<file path="src/rtl/core/ptts_pkg.sv">
package ptts_pkg;

	localparam int NUM_CH    = 10;
	localparam int NUM_REGS  = 6;
	localparam int REG_W     = 16;
	localparam int CFG_IDX_W = 3;

	// Channel positions in the pending mask
	localparam int CH_NOISE      = 0;
	localparam int CH_SEND       = 1;
	localparam int CH_TEMP       = 2;
	localparam int CH_LED        = 3;
	localparam int CH_BUZZER     = 4;
	localparam int CH_CLOCK      = 5;
	localparam int CH_DUSTWD     = 6;
	localparam int CH_NOISEWD    = 7;
	localparam int CH_ALARMWRITE = 8;
	localparam int CH_INDICATOR  = 9;

	typedef enum logic [CFG_IDX_W-1:0] {
		REG_FAST        = 3'd0,
		REG_SEND        = 3'd1,
		REG_TEMP        = 3'd2,
		REG_TIMEOUT     = 3'd3,
		REG_ALARM_WRITE = 3'd4,
		REG_INDICATOR   = 3'd5
	} reg_idx_t;

	typedef enum logic {
		KIND_TICK    = 1'b0,
		KIND_COLLECT = 1'b1
	} kind_t;

	typedef logic [REG_W-1:0] reg_word_t;
	typedef reg_word_t [NUM_REGS-1:0] reg_file_t;

	// Per-transaction control from the core to every channel
	typedef struct packed {
		logic tick;
		logic collect;
	} ctrl_t;

	localparam reg_word_t REG_DEFAULT [NUM_REGS] = '{
		16'd500, 16'd3000, 16'd1000, 16'd6000, 16'd10000, 16'd20
	};

	// Register that supplies each channel's period
	localparam reg_idx_t CHAN_REG [NUM_CH] = '{
		REG_FAST, REG_SEND, REG_TEMP, REG_FAST, REG_FAST,
		REG_FAST, REG_TIMEOUT, REG_TIMEOUT, REG_ALARM_WRITE, REG_INDICATOR
	};

endpackage

</file>
<file path="src/rtl/core/ptts_cfg.sv">
module ptts_cfg (
	input  logic                              clk,
	input  logic                              arst_n,
	input  logic                              cfg_valid,
	output logic                              cfg_ready,
	input  logic [ptts_pkg::CFG_IDX_W-1:0]    cfg_index,
	input  logic [ptts_pkg::REG_W-1:0]        cfg_data,
	output ptts_pkg::reg_file_t               regs
);

	ptts_pkg::reg_file_t regs_q;

	// Always able to take a write
	assign cfg_ready = 1'b1;
	assign regs      = regs_q;

	// Store period registers; drop writes beyond the last register
	always_ff @(posedge clk or negedge arst_n) begin
		if (!arst_n) begin
			for (int i = 0; i < ptts_pkg::NUM_REGS; i++) begin
				regs_q[i] <= ptts_pkg::REG_DEFAULT[i];
			end
		end else if (cfg_valid) begin
			case (ptts_pkg::reg_idx_t'(cfg_index))
				ptts_pkg::REG_FAST:        regs_q[ptts_pkg::REG_FAST]        <= cfg_data;
				ptts_pkg::REG_SEND:        regs_q[ptts_pkg::REG_SEND]        <= cfg_data;
				ptts_pkg::REG_TEMP:        regs_q[ptts_pkg::REG_TEMP]        <= cfg_data;
				ptts_pkg::REG_TIMEOUT:     regs_q[ptts_pkg::REG_TIMEOUT]     <= cfg_data;
				ptts_pkg::REG_ALARM_WRITE: regs_q[ptts_pkg::REG_ALARM_WRITE] <= cfg_data;
				ptts_pkg::REG_INDICATOR:   regs_q[ptts_pkg::REG_INDICATOR]   <= cfg_data;
				default: ;
			endcase
		end
	end

endmodule

</file>
<file path="src/rtl/core/ptts_chan.sv">
module ptts_chan #(
	parameter int COUNT_WIDTH  = 16,
	parameter int RESET_PERIOD = 500
) (
	input  logic                       clk,
	input  logic                       arst_n,
	input  ptts_pkg::ctrl_t            ctrl,
	input  logic [ptts_pkg::REG_W-1:0] period,
	input  logic                       wd_reload,
	input  logic                       fire_flag,
	output logic                       pending,
	output logic                       pending_next
);

	logic [COUNT_WIDTH-1:0] count_q;
	logic [COUNT_WIDTH-1:0] count_d;
	logic [COUNT_WIDTH-1:0] reload_val;
	logic [COUNT_WIDTH-1:0] after;
	logic                   pend_q;
	logic                   pend_d;

	assign reload_val = COUNT_WIDTH'(period);

	// Count down; a watchdog reloads on valid data; reload and flag on zero
	always_comb begin
		count_d = count_q;
		pend_d  = pend_q;
		after   = count_q - COUNT_WIDTH'(1);
		if (wd_reload) begin
			after = reload_val;
		end
		if (ctrl.tick && (count_q != '0)) begin
			if (after == '0) begin
				count_d = reload_val;
				pend_d  = fire_flag;
			end else begin
				count_d = after;
			end
		end else if (ctrl.collect) begin
			pend_d = 1'b0;
		end
	end

	always_ff @(posedge clk or negedge arst_n) begin
		if (!arst_n) begin
			count_q <= COUNT_WIDTH'(RESET_PERIOD);
			pend_q  <= 1'b0;
		end else begin
			count_q <= count_d;
			pend_q  <= pend_d;
		end
	end

	assign pending      = pend_q;
	assign pending_next = pend_d;

	// Counts move only on a tick
	a_count_hold: assert property (@(posedge clk) disable iff (!arst_n)
		!ctrl.tick |=> $stable(count_q))
		else $error("channel count moved without a tick");

	// A stopped channel stays stopped
	a_zero_stays: assert property (@(posedge clk) disable iff (!arst_n)
		(count_q == '0) |=> (count_q == '0))
		else $error("stopped channel restarted");

endmodule

</file>
<file path="src/rtl/core/periodic_task_tick_scheduler_core.sv">
// Channel   Handshake              Payload
// in        in_valid / in_stall    kind, dust_data_valid, noise_data_valid,
//                                  noise_high, dust_high, alarm_muted
// out       out_valid / out_stall  pending_mask
// cfg       cfg_valid / cfg_ready  cfg_index, cfg_data
//
// One transaction per cycle while out_stall is low; each passes from the input
// register to the result register, which raises out_valid.
// All ten channel counters update in parallel as the result register loads.
// Reset loads every counter with its default period and clears all flags.
// A stalled result holds the result register; the input register still takes
// a transaction while empty, and in_stall rises once it holds one.
module periodic_task_tick_scheduler_core #(
	parameter int COUNT_WIDTH = 16
) (
	input  logic                                    clk,
	input  logic                                    arst_n,
	input  logic                                    in_valid,
	output logic                                    in_stall,
	input  logic                                    kind,
	input  logic                                    dust_data_valid,
	input  logic                                    noise_data_valid,
	input  logic                                    noise_high,
	input  logic                                    dust_high,
	input  logic                                    alarm_muted,
	output logic                                    out_valid,
	input  logic                                    out_stall,
	output logic [ptts_pkg::NUM_CH-1:0]             pending_mask,
	input  logic                                    cfg_valid,
	output logic                                    cfg_ready,
	input  logic [ptts_pkg::CFG_IDX_W-1:0]          cfg_index,
	input  logic [ptts_pkg::REG_W-1:0]              cfg_data
);

	logic                            valid_s1;
	logic                            kind_s1;
	logic                            dust_ok_s1;
	logic                            noise_ok_s1;
	logic                            led_flag_s1;
	logic                            buzzer_flag_s1;
	logic                            out_valid_q;
	logic [ptts_pkg::NUM_CH-1:0]     mask_q;
	logic                            out_free;
	logic                            proc;
	ptts_pkg::ctrl_t                 ctrl;
	ptts_pkg::reg_file_t             regs;
	logic [ptts_pkg::NUM_CH-1:0]     pend_vec;
	logic [ptts_pkg::NUM_CH-1:0]     pend_next_vec;
	logic [ptts_pkg::NUM_CH-1:0]     wd_vec;
	logic [ptts_pkg::NUM_CH-1:0]     flag_vec;

	ptts_cfg u_cfg (
		.clk       (clk),
		.arst_n    (arst_n),
		.cfg_valid (cfg_valid),
		.cfg_ready (cfg_ready),
		.cfg_index (cfg_index),
		.cfg_data  (cfg_data),
		.regs      (regs)
	);

	// Handshake: the input register advances whenever its content can move on
	assign out_free = !out_valid_q || !out_stall;
	assign proc     = valid_s1 && out_free;
	assign in_stall = valid_s1 && !out_free;

	assign ctrl.tick    = proc && (kind_s1 == ptts_pkg::KIND_TICK);
	assign ctrl.collect = proc && (kind_s1 == ptts_pkg::KIND_COLLECT);

	// Hold the accepted transaction
	always_ff @(posedge clk or negedge arst_n) begin
		if (!arst_n) begin
			valid_s1 <= 1'b0;
		end else if (!in_stall) begin
			valid_s1 <= in_valid;
		end
	end

	always_ff @(posedge clk) begin
		if (in_valid && !in_stall) begin
			kind_s1        <= kind;
			dust_ok_s1     <= dust_data_valid;
			noise_ok_s1    <= noise_data_valid;
			led_flag_s1    <= (noise_high || dust_high) && !alarm_muted;
			buzzer_flag_s1 <= noise_high && dust_high && !alarm_muted;
		end
	end

	// Channel bank
	generate
		for (genvar ch = 0; ch < ptts_pkg::NUM_CH; ch++) begin : g_chan
			if (ch == ptts_pkg::CH_DUSTWD) begin : g_wd
				assign wd_vec[ch] = dust_ok_s1;
			end else if (ch == ptts_pkg::CH_NOISEWD) begin : g_wd
				assign wd_vec[ch] = noise_ok_s1;
			end else begin : g_wd
				assign wd_vec[ch] = 1'b0;
			end

			if (ch == ptts_pkg::CH_LED) begin : g_flag
				assign flag_vec[ch] = led_flag_s1;
			end else if (ch == ptts_pkg::CH_BUZZER) begin : g_flag
				assign flag_vec[ch] = buzzer_flag_s1;
			end else begin : g_flag
				assign flag_vec[ch] = 1'b1;
			end

			ptts_chan #(
				.COUNT_WIDTH  (COUNT_WIDTH),
				.RESET_PERIOD (int'(ptts_pkg::REG_DEFAULT[ptts_pkg::CHAN_REG[ch]]))
			) u_chan (
				.clk          (clk),
				.arst_n       (arst_n),
				.ctrl         (ctrl),
				.period       (regs[ptts_pkg::CHAN_REG[ch]]),
				.wd_reload    (wd_vec[ch]),
				.fire_flag    (flag_vec[ch]),
				.pending      (pend_vec[ch]),
				.pending_next (pend_next_vec[ch])
			);
		end
	endgenerate

	// Result register: flags after a tick, flags before clearing on a collect
	always_ff @(posedge clk or negedge arst_n) begin
		if (!arst_n) begin
			out_valid_q <= 1'b0;
		end else if (proc) begin
			out_valid_q <= 1'b1;
		end else if (!out_stall) begin
			out_valid_q <= 1'b0;
		end
	end

	always_ff @(posedge clk) begin
		if (proc) begin
			mask_q <= ctrl.collect ? pend_vec : pend_next_vec;
		end
	end

	assign out_valid    = out_valid_q;
	assign pending_mask = mask_q;

	// Back-pressure only arises from a held input transaction
	a_stall_needs_item: assert property (@(posedge clk) disable iff (!arst_n)
		in_stall |-> valid_s1)
		else $error("input stalled with empty input register");

	// A processed transaction always lands in the result register
	a_proc_result: assert property (@(posedge clk) disable iff (!arst_n)
		proc |=> out_valid_q)
		else $error("processed transaction produced no result");

	// A collect leaves every pending flag clear
	a_collect_clears: assert property (@(posedge clk) disable iff (!arst_n)
		ctrl.collect |=> (pend_vec == '0))
		else $error("pending flags survived a collect");

endmodule
</file>
<file path="config.mk">
export PLATFORM = sky130hd
export DESIGN_NAME = periodic_task_tick_scheduler_core
export DESIGN_NICKNAME = d
export VERILOG_FILES = /design/src/rtl/core/ptts_pkg.sv /design/src/rtl/core/ptts_cfg.sv /design/src/rtl/core/ptts_chan.sv /design/src/rtl/core/periodic_task_tick_scheduler_core.sv
export SDC_FILE = /design/constraint.sdc
export NUM_CORES = 1
export LEC_CHECK = 0
export ABC_CLOCK_PERIOD_IN_PS = 5300
export BUFFER_PORTS_ARGS = -buffer_cell sky130_fd_sc_hd__buf_2
export CORE_ASPECT_RATIO = 0.9
export CORE_MARGIN = 2
export CORE_UTILIZATION = 65
export CTS_CLUSTER_SIZE = 20
export DETAILED_ROUTE_END_ITERATION = 7
export PLACE_DENSITY = 0.82
export SYNTH_ARGS = -nofsm -noshare
export SYNTH_HDL_FRONTEND = slang
export SYNTH_HIERARCHICAL = 1
export SYNTH_SLANG_ARGS = --single-unit
</file>
<file path="constraint.sdc">
create_clock -name clk -period 5.3 [get_ports clk]
set_clock_uncertainty 0.15 [all_clocks]
set_input_delay 1.325 -clock clk [delete_from_list [all_inputs] [get_ports clk]]
set_output_delay 1.325 -clock clk [all_outputs]
set_load 0.005 [all_outputs]
</file>
== After elaboration in Yosys (flattened, before gate mapping) ==
Index checks and enable logic that the tools add are counted.
Widths: inputs -> output; s select.

* Bits in registers: 283
* Input port bits: 30
* Output and inout port bits: 13
* Word-level logic and storage cells: 148

* Add/sub/neg operators: 10
* Bitwise gates (word level): 1
* Mux-type cells: 45
* Equality and inequality tests: 6
* Reductions and logical operators: 52

{| class="wikitable"
|+ Operator list
! kind !! count
|-
| $mux 16 || 12
|-
| $logic_not 16->1 || 10
|-
| $reduce_bool 16->1 || 10
|-
| $sub 16x1->16 const B || 10
|-
| $mux 1 || 32
|-
| $logic_and 1x1->1 || 18
|-
| $reduce_and 2->1 || 6
|-
| $mux 10 || 1
|-
| $eq 3x2->1 const B || 2
|-
| $eq 3x3->1 const B || 2
|-
| $logic_not 1->1 || 5
|-
| $eq 3x1->1 const B || 1
|-
| $logic_not 3->1 || 1
|-
| $logic_or 1x1->1 || 2
|-
| $ne 2x1->1 const B || 1
|-
| $not 1->1 || 1
|}

== Depth between registers and ports, before layout ==
* Depth in word-level cells: 7
* Depth in mapped cells: 12
* Gate-level depth less buffers: 10

== Hierarchy ==
The synthesis kept the hierarchy.

{| class="wikitable"
|+ By module, submodules not included
! module !! cells each !! sequential area each (sq um) !! area an instance (sq um) !! instances
|-
| ptts_chan (g_chan[0].u_chan ...) || 177 || 432.9 || 1395.1 || 4
|-
| ptts_cfg || 210 || 2443.6 || 3731.1 || 1
|-
| ptts_chan (g_chan[6].u_chan ...) || 191 || 434.2 || 1507.7 || 2
|-
| ptts_chan (g_chan[5].u_chan) || 191 || 432.9 || 1506.4 || 1
|-
| ptts_chan (g_chan[8].u_chan) || 191 || 431.7 || 1505.2 || 1
|-
| ptts_chan (g_chan[9].u_chan) || 191 || 427.9 || 1501.4 || 1
|-
| ptts_chan (g_chan[1].u_chan) || 177 || 434.2 || 1396.3 || 1
|-
| periodic_task_tick_scheduler_core || 44 || 500.5 || 743.2 || 1
|}

== Worst setup path after synthesis ==
Ideal clock, no wire load.

* Path kind: input-to-reg
* From: input out_stall
* To: register mask_q (netlist bit pending_mask[7]) (data pin)
* Cell stages on the path: 8
* Arrival: 3.867 ns
* Buffers on the path: 0
* Path slack: 1.023 ns
* Data required time: 4.890 ns
* Cell sequence: nand2_2 and2_2 nor2b_1 o31ai_1 or2_2 o31ai_1 o21ai_2 mux2_2

{| class="wikitable"
|+ RTL lines
! element !! line !! RTL
|-
| start: declaration || periodic_task_tick_scheduler_core.sv:27 || <nowiki>input logic out_stall,</nowiki>
|-
| end signal: assignment || periodic_task_tick_scheduler_core.sv:137 || <nowiki>mask_q <= ctrl.collect ? pend_vec : pend_next_vec;</nowiki>
|-
| end: declaration || periodic_task_tick_scheduler_core.sv:42 || <nowiki>logic [ptts_pkg::NUM_CH-1:0] mask_q;</nowiki>
|}

== Worst setup path after layout ==
* From: register dust_ok_s1
* To: register mask_q (netlist bit pending_mask[6]) (data pin)

* Cells in the longest elaborated chain, start to end: 5

{| class="wikitable"
|+ Ends and longest elaborated chain
! element !! line !! RTL
|-
| start: declaration || periodic_task_tick_scheduler_core.sv:37 || <nowiki>logic dust_ok_s1;</nowiki>
|-
| start signal: assignment || periodic_task_tick_scheduler_core.sv:82 || <nowiki>dust_ok_s1 <= dust_data_valid;</nowiki>
|-
| $mux 16 || ptts_chan.sv:29 || <nowiki>if (wd_reload) begin</nowiki>
|-
| $logic_not 16->1 || ptts_chan.sv:33 || <nowiki>if (after == '0) begin</nowiki>
|-
| $mux 1 || ptts_chan.sv:33 ||
|-
| $mux 1 || ptts_chan.sv:32 || <nowiki>if (ctrl.tick && (count_q != '0)) begin</nowiki>
|-
| net pend_next_vec (one bit) || periodic_task_tick_scheduler_core.sv:48 || <nowiki>logic [ptts_pkg::NUM_CH-1:0] pend_next_vec;</nowiki>
|-
| $mux 10 || periodic_task_tick_scheduler_core.sv:137 ||
|}

The timed path passes the listed nets, and every way through them passes these cells.
A chain may end at the register's enable or synchronous reset.

==> flow_metrics.tcl <==
set metrics [dict create \
    wl_per_cell_um 21.2 \
    netlist_area_mm2 0.0190 \
    worstPathRequired_ns 5.60 \
    switching_share_pct 38.8 \
    fin_crit_sh_pct 72.0 \
    power_frac_seq_pct 41.8 \
    power_density_mw_per_mm2 441 \
    start_util_pct 65.9 \
    fin_crit_ns 3.81 \
    cts.clk_slew.worst_paths_ns 0.06 \
    cts_setup_buffers 0 \
    drv_cap 0 \
    final_max_slew_viol_count 0 \
    die_h_um 166 \
    fin_setup_tns_ns 0 \
    drc 0 \
    intPower_uw 5500 \
    yosysTopAreaCell "dfrtp_1" \
    synth_flop_cell "dfrtp_1" \
    antenna_left 0 \
    combPwrFrac_pct 32.9 \
    syn_avg_cell_area_um2 9.06 \
    crit_arrival_ns 4.12 \
    max_slew_margin_pct 30.8 \
    cts_buffers 30 \
    num_vias 17100 \
    dpl_cell_area_mm2 0.0193 \
    root_buffer "clkbuf_16" \
    tightest_slew_ns 1.03 \
    finalInstanceArea_mm2 0.0204 \
    pwr-share-clk_pct 25.3 \
    drive_above_1_share_pct 21.7 \
    worst_setup_path_end_kind "flop" \
    ir_drop_mv 0.337 \
    area_delta_synth_final_pct 7.57 \
    startpoint_type "flop" \
    synth_area_leaders "dfrtp_1, dfstp_2, mux2_2, nand2_1, o21ai_0" \
    clock_sinks 283 \
    rsz0062_at_grt "false" \
    synth_seq_cells 283 \
    worstSkewPairLatency_ns 0.60 \
    dr.first_iter.drc_count 1861 \
    vias_per_cell 6.89 \
    p_sw_uw 3490 \
    ys_seq_area_share_pct 38.3 \
    hold_viol 0 \
    rows 59 \
    dp_hpwl_um 34200 \
    port_buffers 41 \
    yosysWarningCount 6 \
    min-delay-start "u_cfg/regs[74]" \
    hp-class "reg -> reg" \
    path_class "reg -> reg" \
    cts_resized 0 \
    synth_cell_types 85 \
    path_max_fanout 30 \
    core_mm2 0.0288 \
    gp_congestion 0.933 \
    p_leak_uw 0.00769 \
    grt.overflow.total 0 \
    grt_antenna_before_repair 2 \
    drt-total-wl_um 52800 \
    fmax_ghz 0.262 \
    grt_pass1_vias 16200 \
    cts_max_path_buffers 3 \
    cts_tree "built" \
    die_area_mm2 0.0306 \
    async_flop_share_pct 94.7 \
    nets 2132 \
    r2r_start "dust_ok_s1" \
    grt_max_degree 116 \
    status "complete, no violations" \
    cp-startpoint "dust_ok_s1" \
    setup_violations 0 \
    cts.htree.levels 1 \
    dr.pass1.iters 6 \
    ios 43 \
    grt_pass1_wl_um 84800 \
    pre_cts_ws_ns 1.04 \
    synth_top_cell_area_share_pct 23.3 \
    grt.total_usage_pct 34.2 \
    postCtsHoldBufs 0 \
    die_w_um 184 \
    final_common_cell "nand2_1" \
    synth_edf_count 15 \
    setup_slack_ns 1.49 \
    netlist_instances 2094 \
    layout_common_cells "nand2_1, dfrtp_1, nor2_1" \
]
-- cell usage after synthesis (31+ instances only) --
library cell,count
xor2_1,40
nor4_1,40
dfstp_2,91
nor2_1,158
clkbuf_1,75
mux2_2,96
dfrtp_1,177
o31ai_1,35
or4_1,60
nand2b_1,31
nand2_1,206
or3_1,40
nand3_1,41
inv_1,62
o21ai_0,145
a21oi_1,115
nor3_1,75
-- power by group through the flow --
| stage | combinational (uW) | sequential, uW | clock, uW |
|---|---|---|---|
| detailed placement | 2870 | 3730 | 0 |
| CTS | 2900 | 3710 | 2300 |
| finish | 2960 | 3760 | 2280 |
| global placement | 2740 | 3700 | 0 |
| floorplan | 2380 | 3430 | 0 |
| global route | 3280 | 3830 | 2390 |
-- worst max-delay path: stages, from the launching register on --
cell	delay (ns)
edfxtp_1	0.35
buf_4	0.29
inv_1	0.28
or4_1	0.63
o32a_1	0.20
a2111oi_2	0.39
o2111ai_1	0.25
or3_1	0.70
o21ai_2	0.27
mux2_4	0.17
-- cell type report --
type | count | area, um^2
repair buffers | 73 | 468
clock inverters | 19 | 264
flip-flops and latches | 283 | 7270
inverters | 67 | 251
well taps | 366 | 458
clock buffers | 37 | 807
multi-input cells | 1637 | 10900
fillers | 2138 | 8370
diodes | 2 | 5.00
-- path summary, 6_finish.rpt --
| kind | endpoint | slack (ns) | cells after the start |
|---|---|---|---|
| min in group asynchronous | g_chan[4].u_chan/count_q[9] | 0.50 | 1 |
| max reg2reg | pending_mask[6] | 1.49 | 9 |
| max in group asynchronous | u_cfg/regs[15] | 3.44 | 2 |
| min reg2reg | g_chan[8].u_chan/count_q[10] | 0.34 | 2 |
| max | pending_mask[6] | 1.49 | 9 |
| min | g_chan[8].u_chan/count_q[10] | 0.34 | 2 |
-- per-stage QoR --
step	hold slack (ns)	std cells	total power (uW)	utilization [%]
floorplan	0.307	2114	5810	-
global placement	0.320	2426	6440	67.2
detailed placement	0.330	2426	6600	67.2
CTS	0.333	2482	8910	70.9
global route	0.366	2483	9500	70.9
finish	0.339	2484	9000	70.9
-- sequential cells by signal (all words and copies together) (netlist names) --
signal                 flops
valid_s1                   1
u_cfg/regs                96
buzzer_flag_s1             1
dust_ok_s1                 1
kind_s1                    1
out_valid                  1
led_flag_s1                1
pending_mask              10
noise_ok_s1                1
g_chan.u_chan/count_q    160
g_chan.u_chan/pending     10
-- cells by family (layout without fill, tap and decap cells) --
group,after synthesis,after routing,share of synthesized area (%)
XOR/XNOR,70,70,3.23
other,3,25,0.0593
buffers and inverters,194,196,4.71
adder cells (fa/ha/maj),10,10,0.659
AO/OA/AOI/OAI,620,620,23.0
AND/OR/NAND/NOR,783,783,22.1
flip-flops,283,283,38.3
multiplexers,131,131,7.92
-- routing by layer --
layer  wire length [um]  share of wire [%]  vias to the layer above  GRT usage, %
li1                   -                  -                     7779             -
met2              24200                 46                      942          53.3
met5                  0                  0                        -             0
met1              21300                 40                     8228          48.2
met3               4980                9.4                      173          4.89
met4               2240                4.2                        0          14.1
Power figures use the tool's default switching activity.
